<file path="src/assert_macros.svh">
// Assertion macros shared by the ray/box nearest-hit RTL.
// Depends on nothing; included by the files that carry assertions.
`ifndef ASSERT_MACROS_SVH
`define ASSERT_MACROS_SVH

// Check a property on every rising clock edge outside reset.
`define RBNH_ASSERT(label, clk, rst_n, prop, msg) \
  label: assert property (@(posedge clk) disable iff (!rst_n) (prop)) \
    else $error(msg);

// Check that a condition in one cycle implies another in the next cycle.
`define RBNH_ASSERT_NEXT(label, clk, rst_n, ante, cons, msg) \
  label: assert property (@(posedge clk) disable iff (!rst_n) (ante) |=> (cons)) \
    else $error(msg);

`endif

</file>
<file path="src/rbnh_pkg.sv">
// Package for the ray/box nearest-hit unit: widths, register indexes,
// reset values and the divider status type. No dependencies.
`default_nettype none

package rbnh_pkg;

  localparam int COORD_WIDTH  = 24;
  localparam int ENTITY_WIDTH = 16;

  // Direction components are signed Q1.14
  localparam int DIR_WIDTH = 16;
  localparam int DIR_FRAC  = 14;

  localparam int CFG_IDX_WIDTH = 3;

  typedef enum logic [CFG_IDX_WIDTH-1:0] {
    CFG_ORIGIN_X   = 3'd0,
    CFG_ORIGIN_Y   = 3'd1,
    CFG_DIR_X      = 3'd2,
    CFG_DIR_Y      = 3'd3,
    CFG_RAY_LENGTH = 3'd4
  } cfg_idx_t;

  localparam logic [DIR_WIDTH-1:0] DIR_X_RST   = 16'd16384;
  localparam logic [DIR_WIDTH-1:0] DIR_Y_RST   = 16'd0;
  localparam logic [31:0]          RAY_LEN_RST = 32'd128000;

  typedef struct packed {
    logic busy;
    logic done;
  } div_sts_t;

endpackage

`default_nettype wire

</file>
<file path="src/rbnh_box_if.sv">
// Box input channel: valid/ready handshake with the box payload.
// Depends on rbnh_pkg for default widths.
`default_nettype none

interface rbnh_box_if #(
  parameter int COORD_WIDTH  = rbnh_pkg::COORD_WIDTH,
  parameter int ENTITY_WIDTH = rbnh_pkg::ENTITY_WIDTH
);
  logic                           valid;
  logic                           ready;
  logic signed [COORD_WIDTH-1:0]  box_min_x;
  logic signed [COORD_WIDTH-1:0]  box_min_y;
  logic signed [COORD_WIDTH-1:0]  box_max_x;
  logic signed [COORD_WIDTH-1:0]  box_max_y;
  logic        [ENTITY_WIDTH-1:0] entity_id;
  logic                           last_box;

  modport source (
    output valid, box_min_x, box_min_y, box_max_x, box_max_y, entity_id, last_box,
    input  ready
  );

  modport sink (
    input  valid, box_min_x, box_min_y, box_max_x, box_max_y, entity_id, last_box,
    output ready
  );
endinterface

`default_nettype wire

</file>
<file path="src/rbnh_hit_if.sv">
// Result channel: valid/ready handshake with hit flag, distance and entity.
// Depends on rbnh_pkg for default widths.
`default_nettype none

interface rbnh_hit_if #(
  parameter int COORD_WIDTH  = rbnh_pkg::COORD_WIDTH,
  parameter int ENTITY_WIDTH = rbnh_pkg::ENTITY_WIDTH
);
  logic                    valid;
  logic                    ready;
  logic                    hit;
  logic [COORD_WIDTH-2:0]  hit_distance;
  logic [ENTITY_WIDTH-1:0] hit_entity;

  modport source (
    output valid, hit, hit_distance, hit_entity,
    input  ready
  );

  modport sink (
    input  valid, hit, hit_distance, hit_entity,
    output ready
  );
endinterface

`default_nettype wire

</file>
<file path="src/rbnh_div.sv">
// Shared serial divider: restoring division, one quotient bit per cycle,
// signed result truncated toward zero and saturated. Depends on rbnh_pkg.
`default_nettype none

module rbnh_div #(
  parameter int COORD_WIDTH = rbnh_pkg::COORD_WIDTH
) (
  input  wire logic                                               clk,
  input  wire logic                                               rst_n,
  input  wire logic                                               start,
  input  wire logic [COORD_WIDTH+rbnh_pkg::DIR_FRAC:0]            num_mag,
  input  wire logic [rbnh_pkg::DIR_WIDTH-1:0]                     den_mag,
  input  wire logic                                               neg,
  output rbnh_pkg::div_sts_t                                      sts,
  output logic signed [COORD_WIDTH-1:0]                           quot
);

  localparam int NW    = COORD_WIDTH + rbnh_pkg::DIR_FRAC + 1;
  localparam int DW    = rbnh_pkg::DIR_WIDTH;
  localparam int QW    = COORD_WIDTH - 1;
  localparam int CNT_W = $clog2(QW);

  logic             busy_r, busy_nxt;
  logic             done_r, done_nxt;
  logic [CNT_W-1:0] cnt_r,  cnt_nxt;
  logic [DW-1:0]    rem_r,  rem_nxt;
  logic [QW-1:0]    lo_r,   lo_nxt;
  logic [QW-1:0]    q_r,    q_nxt;
  logic [DW-1:0]    den_r,  den_nxt;
  logic             neg_r,  neg_nxt;
  logic             sat_r,  sat_nxt;

  logic [DW-1:0]    num_hi;
  logic             start_sat;
  logic [DW:0]      trial;
  logic [DW:0]      diff;
  logic             ge;
  logic [COORD_WIDTH-1:0] mag;

  // Quotient overflows the result range when the top bits already reach the divisor
  assign num_hi    = num_mag[NW-1 -: DW];
  assign start_sat = (num_hi >= den_mag);

  assign trial = {rem_r, lo_r[QW-1]};
  assign diff  = trial - {1'b0, den_r};
  assign ge    = (trial >= {1'b0, den_r});

  always_comb begin
    busy_nxt = busy_r;
    done_nxt = 1'b0;
    cnt_nxt  = cnt_r;
    rem_nxt  = rem_r;
    lo_nxt   = lo_r;
    q_nxt    = q_r;
    den_nxt  = den_r;
    neg_nxt  = neg_r;
    sat_nxt  = sat_r;
    if (start) begin
      den_nxt = den_mag;
      neg_nxt = neg;
      sat_nxt = start_sat;
      rem_nxt = num_hi;
      lo_nxt  = num_mag[QW-1:0];
      q_nxt   = '0;
      cnt_nxt = CNT_W'(QW - 1);
      if (start_sat) begin
        done_nxt = 1'b1;
      end else begin
        busy_nxt = 1'b1;
      end
    end else if (busy_r) begin
      rem_nxt = ge ? diff[DW-1:0] : trial[DW-1:0];
      lo_nxt  = {lo_r[QW-2:0], 1'b0};
      q_nxt   = {q_r[QW-2:0], ge};
      cnt_nxt = cnt_r - 1'b1;
      if (cnt_r == '0) begin
        busy_nxt = 1'b0;
        done_nxt = 1'b1;
      end
    end
  end

  always_ff @(posedge clk) begin
    if (!rst_n) begin
      busy_r <= 1'b0;
      done_r <= 1'b0;
    end else begin
      busy_r <= busy_nxt;
      done_r <= done_nxt;
    end
  end

  always_ff @(posedge clk) begin
    cnt_r <= cnt_nxt;
    rem_r <= rem_nxt;
    lo_r  <= lo_nxt;
    q_r   <= q_nxt;
    den_r <= den_nxt;
    neg_r <= neg_nxt;
    sat_r <= sat_nxt;
  end

  assign mag = {1'b0, q_r};

  always_comb begin
    if (sat_r) begin
      quot = neg_r ? {1'b1, {QW{1'b0}}} : {1'b0, {QW{1'b1}}};
    end else begin
      quot = neg_r ? (~mag + 1'b1) : mag;
    end
  end

  assign sts.busy = busy_r;
  assign sts.done = done_r;

endmodule

`default_nettype wire

</file>
<file path="src/rbnh_seq.sv">
// Sequencer for the slab test: walks both axes of one box through the
// shared divider, keeps the nearest hit and emits the stream result. Uses rbnh_pkg.
`default_nettype none

module rbnh_seq #(
  parameter int COORD_WIDTH  = rbnh_pkg::COORD_WIDTH,
  parameter int ENTITY_WIDTH = rbnh_pkg::ENTITY_WIDTH
) (
  input  wire logic                                    clk,
  input  wire logic                                    rst_n,
  // box transfer
  input  wire logic                                    in_valid,
  output logic                                         in_ready,
  input  wire logic signed [COORD_WIDTH-1:0]           box_min_x,
  input  wire logic signed [COORD_WIDTH-1:0]           box_min_y,
  input  wire logic signed [COORD_WIDTH-1:0]           box_max_x,
  input  wire logic signed [COORD_WIDTH-1:0]           box_max_y,
  input  wire logic        [ENTITY_WIDTH-1:0]          entity_id,
  input  wire logic                                    last_box,
  // ray set-up
  input  wire logic signed [COORD_WIDTH-1:0]           origin_x,
  input  wire logic signed [COORD_WIDTH-1:0]           origin_y,
  input  wire logic        [rbnh_pkg::DIR_WIDTH-1:0]   dir_x,
  input  wire logic        [rbnh_pkg::DIR_WIDTH-1:0]   dir_y,
  input  wire logic        [COORD_WIDTH-2:0]           ray_length,
  // result toward the output register
  input  wire logic                                    slot_free,
  output logic                                         res_valid,
  output logic                                         res_hit,
  output logic             [COORD_WIDTH-2:0]           res_distance,
  output logic             [ENTITY_WIDTH-1:0]          res_entity,
  // shared divider
  output logic                                         div_start,
  output logic [COORD_WIDTH+rbnh_pkg::DIR_FRAC:0]      div_num,
  output logic [rbnh_pkg::DIR_WIDTH-1:0]               div_den,
  output logic                                         div_neg,
  input  wire rbnh_pkg::div_sts_t                      div_sts,
  input  wire logic signed [COORD_WIDTH-1:0]           div_quot
);

  localparam int CW = COORD_WIDTH;
  localparam int DW = rbnh_pkg::DIR_WIDTH;

  typedef enum logic [7:0] {
    ST_IDLE   = 8'b0000_0001,
    ST_SETUP  = 8'b0000_0010,
    ST_DIV_LO = 8'b0000_0100,
    ST_DIV_HI = 8'b0000_1000,
    ST_SLAB   = 8'b0001_0000,
    ST_CHECK  = 8'b0010_0000,
    ST_BEST   = 8'b0100_0000,
    ST_EMIT   = 8'b1000_0000
  } seq_state_t;

  seq_state_t state_r, state_nxt;
  logic       axis_r,  axis_nxt;
  logic       any_hit_r, any_hit_nxt;

  logic signed [CW-1:0]           minx_r, minx_nxt;
  logic signed [CW-1:0]           miny_r, miny_nxt;
  logic signed [CW-1:0]           maxx_r, maxx_nxt;
  logic signed [CW-1:0]           maxy_r, maxy_nxt;
  logic        [ENTITY_WIDTH-1:0] ent_r,  ent_nxt;
  logic                           last_r, last_nxt;
  logic signed [CW-1:0]           tmin_r, tmin_nxt;
  logic signed [CW-1:0]           tmax_r, tmax_nxt;
  logic signed [CW-1:0]           t1_r,   t1_nxt;
  logic signed [CW-1:0]           t2_r,   t2_nxt;
  logic                           hit_r,  hit_nxt;
  logic        [CW-2:0]           best_dist_r, best_dist_nxt;
  logic        [ENTITY_WIDTH-1:0] best_ent_r,  best_ent_nxt;

  logic signed [CW-1:0] org_sel, lo_sel, hi_sel, bound_sel;
  logic        [DW-1:0] dir_sel;
  logic                 dir_zero;
  logic        [CW:0]   dsub;
  logic        [CW:0]   d_mag;
  logic signed [CW-1:0] t_near, t_far;
  logic        [CW-2:0] best_cur;

  // Per-axis operand selection
  assign org_sel   = axis_r ? origin_y : origin_x;
  assign dir_sel   = axis_r ? dir_y    : dir_x;
  assign lo_sel    = axis_r ? miny_r   : minx_r;
  assign hi_sel    = axis_r ? maxy_r   : maxx_r;
  assign dir_zero  = (dir_sel == '0);
  assign bound_sel = (state_r == ST_DIV_LO) ? hi_sel : lo_sel;

  // Numerator magnitude (bound - origin) * 2^frac, sign carried separately
  assign dsub    = {bound_sel[CW-1], bound_sel} - {org_sel[CW-1], org_sel};
  assign d_mag   = dsub[CW] ? (~dsub + 1'b1) : dsub;
  assign div_num = {d_mag, {rbnh_pkg::DIR_FRAC{1'b0}}};
  assign div_den = dir_sel[DW-1] ? (~dir_sel + 1'b1) : dir_sel;
  assign div_neg = dsub[CW] ^ dir_sel[DW-1];

  assign t_near   = (t1_r > t2_r) ? t2_r : t1_r;
  assign t_far    = (t1_r > t2_r) ? t1_r : t2_r;
  assign best_cur = any_hit_r ? best_dist_r : ray_length;

  assign in_ready     = (state_r == ST_IDLE);
  assign res_hit      = any_hit_r;
  assign res_distance = any_hit_r ? best_dist_r : ray_length;
  assign res_entity   = any_hit_r ? best_ent_r : {ENTITY_WIDTH{1'b1}};

  always_comb begin
    state_nxt     = state_r;
    axis_nxt      = axis_r;
    any_hit_nxt   = any_hit_r;
    minx_nxt      = minx_r;
    miny_nxt      = miny_r;
    maxx_nxt      = maxx_r;
    maxy_nxt      = maxy_r;
    ent_nxt       = ent_r;
    last_nxt      = last_r;
    tmin_nxt      = tmin_r;
    tmax_nxt      = tmax_r;
    t1_nxt        = t1_r;
    t2_nxt        = t2_r;
    hit_nxt       = hit_r;
    best_dist_nxt = best_dist_r;
    best_ent_nxt  = best_ent_r;
    div_start     = 1'b0;
    res_valid     = 1'b0;
    case (state_r)
      ST_IDLE: begin
        if (in_valid) begin
          minx_nxt  = box_min_x;
          miny_nxt  = box_min_y;
          maxx_nxt  = box_max_x;
          maxy_nxt  = box_max_y;
          ent_nxt   = entity_id;
          last_nxt  = last_box;
          axis_nxt  = 1'b0;
          tmin_nxt  = '0;
          tmax_nxt  = {1'b0, ray_length};
          state_nxt = ST_SETUP;
        end
      end
      ST_SETUP: begin
        if (dir_zero) begin
          // Parallel to this axis: origin must lie inside the slab
          if ((org_sel < lo_sel) || (org_sel > hi_sel)) begin
            hit_nxt   = 1'b0;
            state_nxt = ST_BEST;
          end else if (!axis_r) begin
            axis_nxt  = 1'b1;
          end else begin
            hit_nxt   = 1'b1;
            state_nxt = ST_BEST;
          end
        end else begin
          div_start = 1'b1;
          state_nxt = ST_DIV_LO;
        end
      end
      ST_DIV_LO: begin
        if (div_sts.done) begin
          t1_nxt    = div_quot;
          div_start = 1'b1;
          state_nxt = ST_DIV_HI;
        end
      end
      ST_DIV_HI: begin
        if (div_sts.done) begin
          t2_nxt    = div_quot;
          state_nxt = ST_SLAB;
        end
      end
      ST_SLAB: begin
        tmin_nxt  = (t_near > tmin_r) ? t_near : tmin_r;
        tmax_nxt  = (t_far < tmax_r) ? t_far : tmax_r;
        state_nxt = ST_CHECK;
      end
      ST_CHECK: begin
        if (tmin_r > tmax_r) begin
          hit_nxt   = 1'b0;
          state_nxt = ST_BEST;
        end else if (!axis_r) begin
          axis_nxt  = 1'b1;
          state_nxt = ST_SETUP;
        end else begin
          hit_nxt   = 1'b1;
          state_nxt = ST_BEST;
        end
      end
      ST_BEST: begin
        // Entry distance is never negative here; ties keep the older hit
        if (hit_r && (tmin_r[CW-2:0] < best_cur)) begin
          best_dist_nxt = tmin_r[CW-2:0];
          best_ent_nxt  = ent_r;
          any_hit_nxt   = 1'b1;
        end
        state_nxt = last_r ? ST_EMIT : ST_IDLE;
      end
      ST_EMIT: begin
        if (slot_free) begin
          res_valid   = 1'b1;
          any_hit_nxt = 1'b0;
          state_nxt   = ST_IDLE;
        end
      end
      default: begin
        state_nxt = ST_IDLE;
      end
    endcase
  end

  always_ff @(posedge clk) begin
    if (!rst_n) begin
      state_r   <= ST_IDLE;
      axis_r    <= 1'b0;
      any_hit_r <= 1'b0;
    end else begin
      state_r   <= state_nxt;
      axis_r    <= axis_nxt;
      any_hit_r <= any_hit_nxt;
    end
  end

  always_ff @(posedge clk) begin
    minx_r      <= minx_nxt;
    miny_r      <= miny_nxt;
    maxx_r      <= maxx_nxt;
    maxy_r      <= maxy_nxt;
    ent_r       <= ent_nxt;
    last_r      <= last_nxt;
    tmin_r      <= tmin_nxt;
    tmax_r      <= tmax_nxt;
    t1_r        <= t1_nxt;
    t2_r        <= t2_nxt;
    hit_r       <= hit_nxt;
    best_dist_r <= best_dist_nxt;
    best_ent_r  <= best_ent_nxt;
  end

endmodule

`default_nettype wire

</file>
<file path="src/ray_box_nearest_hit_2d_unit.sv">
// Top level of the 2D ray versus axis-aligned box nearest-hit unit.
// Depends on rbnh_pkg, rbnh_box_if, rbnh_hit_if, rbnh_div, rbnh_seq, assert_macros.svh.
//
// Program the ray (origin, direction, length) through the cfg_ write port while the
// unit is idle, then stream boxes in; each box gets the slab test on X and then Y and
// the nearest entry distance strictly below the running best (starting at the ray
// length) is kept together with its entity. The box flagged last_box ends the stream:
// one result transfer follows with hit, hit_distance (ray length on a miss) and
// hit_entity (all ones on a miss), and the running best is cleared. Positions and
// distances are signed Q15.8, directions Q1.14; slab distances are truncated toward
// zero and saturated to the coordinate range. The unit takes one box at a time, and the
// single shared serial divider runs up to four divisions per box (two per axis): an
// axis whose direction component is zero needs no division, a saturating quotient skips
// the serial steps, and a box missed on X skips Y. A finished result sits in an output
// register, so the next box is taken while the result still waits for the sink.
`default_nettype none

`include "assert_macros.svh"

module ray_box_nearest_hit_2d_unit #(
  parameter int COORD_WIDTH  = rbnh_pkg::COORD_WIDTH,
  parameter int ENTITY_WIDTH = rbnh_pkg::ENTITY_WIDTH
) (
  input  wire logic                                  clk,
  input  wire logic                                  rst_n,
  input  wire logic                                  cfg_we,
  input  wire logic [rbnh_pkg::CFG_IDX_WIDTH-1:0]    cfg_index,
  input  wire logic [COORD_WIDTH-1:0]                cfg_wdata,
  rbnh_box_if.sink                                   in_box,
  rbnh_hit_if.source                                 out_hit
);

  localparam int CW = COORD_WIDTH;
  localparam int DW = rbnh_pkg::DIR_WIDTH;
  localparam int NW = CW + rbnh_pkg::DIR_FRAC + 1;

  // Ray registers
  logic signed [CW-1:0] origin_x_r, origin_x_nxt;
  logic signed [CW-1:0] origin_y_r, origin_y_nxt;
  logic        [DW-1:0] dir_x_r,    dir_x_nxt;
  logic        [DW-1:0] dir_y_r,    dir_y_nxt;
  logic        [CW-2:0] ray_len_r,  ray_len_nxt;

  // Output register
  logic                    out_valid_r, out_valid_nxt;
  logic                    hit_r,       hit_nxt;
  logic [CW-2:0]           dist_r,      dist_nxt;
  logic [ENTITY_WIDTH-1:0] ent_r,       ent_nxt;

  logic                    slot_free;
  logic                    res_valid;
  logic                    res_hit;
  logic [CW-2:0]           res_distance;
  logic [ENTITY_WIDTH-1:0] res_entity;

  logic                    div_start;
  logic [NW-1:0]           div_num;
  logic [DW-1:0]           div_den;
  logic                    div_neg;
  rbnh_pkg::div_sts_t      div_sts;
  logic signed [CW-1:0]    div_quot;

  // Configuration writes: hold every register unless its index is written
  always_comb begin
    origin_x_nxt = origin_x_r;
    origin_y_nxt = origin_y_r;
    dir_x_nxt    = dir_x_r;
    dir_y_nxt    = dir_y_r;
    ray_len_nxt  = ray_len_r;
    if (cfg_we) begin
      case (cfg_index)
        rbnh_pkg::CFG_ORIGIN_X:   origin_x_nxt = cfg_wdata;
        rbnh_pkg::CFG_ORIGIN_Y:   origin_y_nxt = cfg_wdata;
        rbnh_pkg::CFG_DIR_X:      dir_x_nxt    = cfg_wdata[DW-1:0];
        rbnh_pkg::CFG_DIR_Y:      dir_y_nxt    = cfg_wdata[DW-1:0];
        rbnh_pkg::CFG_RAY_LENGTH: ray_len_nxt  = cfg_wdata[CW-2:0];
        default: begin
          // unused indexes are dropped
        end
      endcase
    end
  end

  always_ff @(posedge clk) begin
    if (!rst_n) begin
      origin_x_r <= '0;
      origin_y_r <= '0;
      dir_x_r    <= rbnh_pkg::DIR_X_RST;
      dir_y_r    <= rbnh_pkg::DIR_Y_RST;
      ray_len_r  <= rbnh_pkg::RAY_LEN_RST[CW-2:0];
    end else begin
      origin_x_r <= origin_x_nxt;
      origin_y_r <= origin_y_nxt;
      dir_x_r    <= dir_x_nxt;
      dir_y_r    <= dir_y_nxt;
      ray_len_r  <= ray_len_nxt;
    end
  end

  // Shared divider for all slab distances
  rbnh_div #(
    .COORD_WIDTH (COORD_WIDTH)
  ) u_div (
    .clk     (clk),
    .rst_n   (rst_n),
    .start   (div_start),
    .num_mag (div_num),
    .den_mag (div_den),
    .neg     (div_neg),
    .sts     (div_sts),
    .quot    (div_quot)
  );

  // Per-box sequencer and running best
  rbnh_seq #(
    .COORD_WIDTH  (COORD_WIDTH),
    .ENTITY_WIDTH (ENTITY_WIDTH)
  ) u_seq (
    .clk          (clk),
    .rst_n        (rst_n),
    .in_valid     (in_box.valid),
    .in_ready     (in_box.ready),
    .box_min_x    (in_box.box_min_x),
    .box_min_y    (in_box.box_min_y),
    .box_max_x    (in_box.box_max_x),
    .box_max_y    (in_box.box_max_y),
    .entity_id    (in_box.entity_id),
    .last_box     (in_box.last_box),
    .origin_x     (origin_x_r),
    .origin_y     (origin_y_r),
    .dir_x        (dir_x_r),
    .dir_y        (dir_y_r),
    .ray_length   (ray_len_r),
    .slot_free    (slot_free),
    .res_valid    (res_valid),
    .res_hit      (res_hit),
    .res_distance (res_distance),
    .res_entity   (res_entity),
    .div_start    (div_start),
    .div_num      (div_num),
    .div_den      (div_den),
    .div_neg      (div_neg),
    .div_sts      (div_sts),
    .div_quot     (div_quot)
  );

  // Output register: load a new result only when the previous one is gone or
  // leaves in this cycle
  assign slot_free = !out_valid_r || out_hit.ready;

  always_comb begin
    out_valid_nxt = out_valid_r;
    hit_nxt       = hit_r;
    dist_nxt      = dist_r;
    ent_nxt       = ent_r;
    if (res_valid) begin
      out_valid_nxt = 1'b1;
      hit_nxt       = res_hit;
      dist_nxt      = res_distance;
      ent_nxt       = res_entity;
    end else if (out_hit.ready) begin
      out_valid_nxt = 1'b0;
    end
  end

  always_ff @(posedge clk) begin
    if (!rst_n) begin
      out_valid_r <= 1'b0;
    end else begin
      out_valid_r <= out_valid_nxt;
    end
  end

  always_ff @(posedge clk) begin
    hit_r  <= hit_nxt;
    dist_r <= dist_nxt;
    ent_r  <= ent_nxt;
  end

  assign out_hit.valid        = out_valid_r;
  assign out_hit.hit          = hit_r;
  assign out_hit.hit_distance = dist_r;
  assign out_hit.hit_entity   = ent_r;

  // A box transfer always drops ready in the following cycle
  `RBNH_ASSERT_NEXT(a_box_xfer_drops_ready, clk, rst_n, in_box.valid && in_box.ready, !in_box.ready, "ready stayed high after a box transfer")
  // A result never overwrites one that the sink has not taken
  `RBNH_ASSERT(a_result_needs_slot, clk, rst_n, res_valid |-> (!out_valid_r || out_hit.ready), "result loaded over a pending result")
  // A result is produced only while no box is being taken
  `RBNH_ASSERT(a_emit_while_busy, clk, rst_n, res_valid |-> !in_box.ready, "result emitted while accepting a box")
  // A miss always reports the empty entity
  `RBNH_ASSERT(a_miss_entity, clk, rst_n, (out_hit.valid && !out_hit.hit) |-> (&out_hit.hit_entity), "miss reported with an entity")

endmodule

`default_nettype wire

</file>
<file path="src/flat_wrapper.sv">
// flat-port wrapper written by rule: the top's interface ports become plain ports
module ray_box_nearest_hit_2d_unit_flat 
#(
  parameter int COORD_WIDTH  = rbnh_pkg::COORD_WIDTH,
  parameter int ENTITY_WIDTH = rbnh_pkg::ENTITY_WIDTH
)
  (clk, rst_n, cfg_we, cfg_index, cfg_wdata, in_box_valid, in_box_box_min_x, in_box_box_min_y, in_box_box_max_x, in_box_box_max_y, in_box_entity_id, in_box_last_box, in_box_ready, out_hit_valid, out_hit_hit, out_hit_hit_distance, out_hit_hit_entity, out_hit_ready);
  rbnh_box_if #(.COORD_WIDTH(COORD_WIDTH), .ENTITY_WIDTH(ENTITY_WIDTH)) in_box_i ();
  rbnh_hit_if #(.COORD_WIDTH(COORD_WIDTH), .ENTITY_WIDTH(ENTITY_WIDTH)) out_hit_i ();
  input  wire logic clk;
  input  wire logic rst_n;
  input  wire logic cfg_we;
  input  wire logic [rbnh_pkg::CFG_IDX_WIDTH-1:0] cfg_index;
  input  wire logic [COORD_WIDTH-1:0] cfg_wdata;
  input wire logic [$bits(in_box_i.valid)-1:0] in_box_valid;
  input wire logic [$bits(in_box_i.box_min_x)-1:0] in_box_box_min_x;
  input wire logic [$bits(in_box_i.box_min_y)-1:0] in_box_box_min_y;
  input wire logic [$bits(in_box_i.box_max_x)-1:0] in_box_box_max_x;
  input wire logic [$bits(in_box_i.box_max_y)-1:0] in_box_box_max_y;
  input wire logic [$bits(in_box_i.entity_id)-1:0] in_box_entity_id;
  input wire logic [$bits(in_box_i.last_box)-1:0] in_box_last_box;
  output wire logic [$bits(in_box_i.ready)-1:0] in_box_ready;
  output wire logic [$bits(out_hit_i.valid)-1:0] out_hit_valid;
  output wire logic [$bits(out_hit_i.hit)-1:0] out_hit_hit;
  output wire logic [$bits(out_hit_i.hit_distance)-1:0] out_hit_hit_distance;
  output wire logic [$bits(out_hit_i.hit_entity)-1:0] out_hit_hit_entity;
  input wire logic [$bits(out_hit_i.ready)-1:0] out_hit_ready;
  assign in_box_i.valid = in_box_valid;
  assign in_box_i.box_min_x = in_box_box_min_x;
  assign in_box_i.box_min_y = in_box_box_min_y;
  assign in_box_i.box_max_x = in_box_box_max_x;
  assign in_box_i.box_max_y = in_box_box_max_y;
  assign in_box_i.entity_id = in_box_entity_id;
  assign in_box_i.last_box = in_box_last_box;
  assign in_box_ready = in_box_i.ready;
  assign out_hit_valid = out_hit_i.valid;
  assign out_hit_hit = out_hit_i.hit;
  assign out_hit_hit_distance = out_hit_i.hit_distance;
  assign out_hit_hit_entity = out_hit_i.hit_entity;
  assign out_hit_i.ready = out_hit_ready;
  ray_box_nearest_hit_2d_unit #(.COORD_WIDTH(COORD_WIDTH), .ENTITY_WIDTH(ENTITY_WIDTH)) u_core (.clk(clk), .rst_n(rst_n), .cfg_we(cfg_we), .cfg_index(cfg_index), .cfg_wdata(cfg_wdata), .in_box(in_box_i), .out_hit(out_hit_i));
endmodule
</file>
<file path="config.mk">
export PLATFORM = sky130hd
export DESIGN_NAME = ray_box_nearest_hit_2d_unit_flat
export DESIGN_NICKNAME = d
export VERILOG_FILES = /design/src/rbnh_pkg.sv /design/src/rbnh_box_if.sv /design/src/rbnh_hit_if.sv /design/src/rbnh_div.sv /design/src/rbnh_seq.sv /design/src/ray_box_nearest_hit_2d_unit.sv /design/src/flat_wrapper.sv
export VERILOG_INCLUDE_DIRS = /design/src /design/src/src
export SDC_FILE = /design/constraint.sdc
export NUM_CORES = 1
export LEC_CHECK = 0
export ABC_AREA = 1
export BUFFER_PORTS_ARGS = -buffer_cell sky130_fd_sc_hd__buf_2
export CORE_MARGIN = 2
export CORE_UTILIZATION = 39
export CTS_CLUSTER_DIAMETER = 120
export DETAILED_ROUTE_END_ITERATION = 16
export PLACE_DENSITY_LB_ADDON = 0.1
export RECOVER_POWER = 50
export SETUP_SLACK_MARGIN = 0.4
export SYNTH_ARGS = -nofsm -noshare
export SYNTH_HDL_FRONTEND = slang
export SYNTH_SLANG_ARGS = --single-unit
</file>
<file path="constraint.sdc">
create_clock -name clk -period 10.54 [get_ports clk]
set_input_delay 0.527 -clock clk [delete_from_list [all_inputs] [get_ports clk]]
set_output_delay 0.527 -clock clk [all_outputs]
set_load 0.005 [all_outputs]
</file>
==> results.yml <==
synthesis:
  synth.yosys.warnings: 0
  synth.distinct_cells: 57
  synth_sequential_area_ratio: 0.484
  syn_area_cell_um2: 9.00
  postSynthRegisterBits: 476
  synth.cell_area_um2: 26500
  postSynthCellCount: 2950
  postSynthNetCount: 3321
finish:
  fillCellCount: 6562
  finalInstanceArea_um2: 30100
  multiInputGateArea_um2: 11700
  layout-area-overhead-vs-synth_pct: 13.4
  post-route-util: 0.447
  nNetsFinal: 3489
  final-seq-area_um2: 12900
  post_route_cells_drive_above_1_share: 0.107
  stdcell_count: 4037
  antennaDiodeCount: 0
critical_path:
  worst_ep_arrival_time_ns: 7.90
  cp_max_fo: 29
  regToRegStartpoint: "u_core.u_seq.state_r[5]"
  cp_slowest_cell: "clkbuf_1"
  worst_setup_path_start_kind: "register"
  cp_common_cell: "nand2_1"
  type_of_destination_of_the_critical_path: "register"
  crit_path_start: "u_core.u_seq.state_r[5]"
  worstPathRequired_ns: 11.05
  cpPeakStageDelay_ns: 1.44
  criticalPathCategory: "register to register"
route:
  viasPerCell: 5.10
  detail_route.wl_per_cell_um: 19.2
  number_of_drc_violations_after_detailed_routing_iteration_0: 1196
  detail-route-antenna-nets: 0
  vias: 20600
  first_pass_drt_iterations: 5
  post-route-drc-count: 0
  postRouteWirelength_um: 77300
die:
  initial_utilization: 0.394
  die_h_um: 265
  fp.dieArea_um2: 70100
  ios: 187
  core_region_area_um2: 67300
  die_x_um: 265
  num_rows: 95
grt:
  globalRoute.totalOverflow: 0
  grt_max_degree: 108
  grt_antenna_before_repair: 3
  grt_pass1_vias: 20400
  wire_length_of_the_first_global_routing_pass_um: 118000
  grtUsageTotal: 0.219
timing:
  setup-tns-final_ns: 0
  slew_headroom: -2.00
  min_period_over_period: 0.701
  rsz0062_at_grt: "false"
  fin_ws_ns: 3.15
  fin_hold_ws_ns: 0.0568
  final-setup-viol-count: 0
  worst_clock_skew_ns: 0.0532
  period_minus_slack_ns: 7.39
  hold_viol_final: 0
  drv_slew: 230
  clock.fmax_mhz: 135
  worst_max_slew_pin_slew_ns: 4.50
power:
  power_density_nw_per_um2: 289
  ir_worst_vdd_mv: 0.158
  share_clk_of_total_power: 0.222
  p_comb_frac: 0.481
  switching_fraction_of_total_power: 0.427
  p_total_mw: 8.68
  power_frac_seq: 0.297
  switchingPower_mw: 3.71
  p_leak_nw: 13.4
  internal_power_mw: 4.97
placed_design:
  gp_routability_congestion: 0.893
  dpl-instance-area_um2: 28400
  place.detailed.hpwl_um: 60200
  placed_cells: 3935
  placement.io_buffers: 186
  dp_slack_ns: 3.79
clock_network:
  htreeDepth: 2
  cts_inserted_buffers: 54
  clkSlewWorstSetupHoldPaths_ns: 0.06
  holdBufCountCts: 0
  clk_root_buffer_cell: "clkbuf_16"
  clkLatencyLatePin_ns: 0.64
  cts_max_path_buffers: 3
  post_cts_setup_buffer_count: 0
  cts.sink_count: 476
  tritoncts: "built"
  cts.repair.resized: 0
hold_path:
  holdCritStartpoint: "in_box_box_max_x[22]"
  worst_hold_path_type: "input pin to register"
outcome:
  status: "finished, violations left"
  failed_checks: "capacitance limit, slew limit"
run:
  maxCapViolations: 6
-- cells by family after synthesis --
family / count (synthesis) / share of synthesized area
simple gates: 1018 / 0.163
flops: 476 / 0.484
buf+inv: 525 / 0.0763
xor+xnor: 80 / 0.0267
fa+ha+maj: 226 / 0.107
compound gates: 556 / 0.116
mux: 69 / 0.0260
-- cells in the mapped netlist (all sizes together) --
library cell	number	area [um^2]
a211oi	33	248
a21boi	5	37.5
a21o	7	52.6
a21oi	170	858
a221oi	1	8.76
a22oi	2	15.0
a311oi	1	8.76
a31oi	5	31.3
a41oi	1	8.76
and2	1	6.26
buf	22	134
clkbuf	71	267
clkinv	1	3.75
dfxtp	144	2880
edfxtp	332	9970
fa	2	40.0
ha	224	2800
inv	431	1620
mux2i	69	691
nand2	475	1780
nand3	73	365
nand4	43	269
nor2	313	1230
nor3	31	160
nor3b	2	15.0
nor4	11	75.1
nor4b	1	8.76
o2111ai	5	43.8
o211ai	15	113
o21a	5	37.5
o21ai	268	1350
o21bai	2	15.0
o221a	1	11.3
o221ai	3	26.3
o22ai	24	150
o311ai	2	17.5
o31ai	2	15.0
o41ai	4	35.0
or2	68	425
xnor2	18	165
xor2	62	543
-- routing by layer --
| layer | global-route usage | part of all wire | vias to the layer above |
|---|---|---|---|
| met5 | 0 | 0 | - |
| met4 | 0.0802 | 0.036 | 0 |
| met3 | 0.0294 | 0.050 | 123 |
| met2 | 0.362 | 0.46 | 518 |
| met1 | 0.294 | 0.45 | 9667 |
| li1 | - | - | 10300 |
-- placed cells by master (no fill, tap or decap), drive strengths merged, types with 43 or more instances in the layout --
cell type / netlist / routed
a21oi: 170 / 170
buf: 22 / 164
clkbuf: 71 / 119
dfxtp: 144 / 144
edfxtp: 332 / 332
ha: 224 / 224
inv: 431 / 434
mux2i: 69 / 69
nand2: 475 / 475
nand3: 73 / 73
nand4: 43 / 43
nor2: 313 / 313
o21ai: 268 / 268
or2: 68 / 68
xor2: 62 / 62
-- final timing paths --
path                                end  slack, ns  depth (start not counted)
max                 u_core.u_div.done_r       3.15                         31
max reg2reg         u_core.u_div.done_r       3.15                         31
min reg2reg  u_core.u_seq.best_ent_r[2]       0.42                          0
min             u_core.u_seq.maxx_r[22]       0.06                          1
-- power by group through the flow --
| stage | Combinational, mW | Sequential (mW) | Clock [mW] |
|---|---|---|---|
| 2_1_floorplan | 3.11 | 2.54 | 0 |
| 4_1_cts | 4.20 | 2.58 | 1.97 |
| 3_3_place_gp | 4.12 | 2.62 | 0 |
| 6_report | 4.18 | 2.58 | 1.92 |
| 5_1_grt | 4.78 | 2.60 | 2.04 |
| 3_5_place_dp | 4.18 | 2.62 | 0 |
-- area by class of cell --
| type | instances | area share |
|---|---|---|
| sequential | 476 | 0.427 |
| inverter | 432 | 0.0540 |
| clock inverter | 24 | 0.0101 |
| clock buffer | 78 | 0.0502 |
| tap | 873 | 0.0363 |
| multi-input combinational | 1949 | 0.389 |
| timing repair buffer | 205 | 0.0332 |
-- state kept, by name, indices dropped and copies added (netlist names), 24 cells and up --
| name | count |
|---|---|
| u_core.origin_x_r | 24 |
| u_core.origin_y_r | 24 |
| u_core.u_seq.maxx_r | 24 |
| u_core.u_seq.maxy_r | 24 |
| u_core.u_seq.minx_r | 24 |
| u_core.u_seq.miny_r | 24 |
| u_core.u_seq.t1_r | 24 |
| u_core.u_seq.t2_r | 24 |
| u_core.u_seq.tmax_r | 24 |
| u_core.u_seq.tmin_r | 24 |
-- critical path: cells and delay by family, from the launching register on --
family / cells / cell delay (ns)
AO/OA/AOI/OAI: 8 / 1.22
AND/OR/NAND/NOR: 14 / 1.88
flip-flops: 1 / 0.40
adder cells (fa/ha/maj): 2 / 0.82
multiplexers: 1 / 0.45
XOR/XNOR: 1 / 0.20
buffers and inverters: 5 / 2.23
No activity file was read; power rests on OpenSTA's default activity.
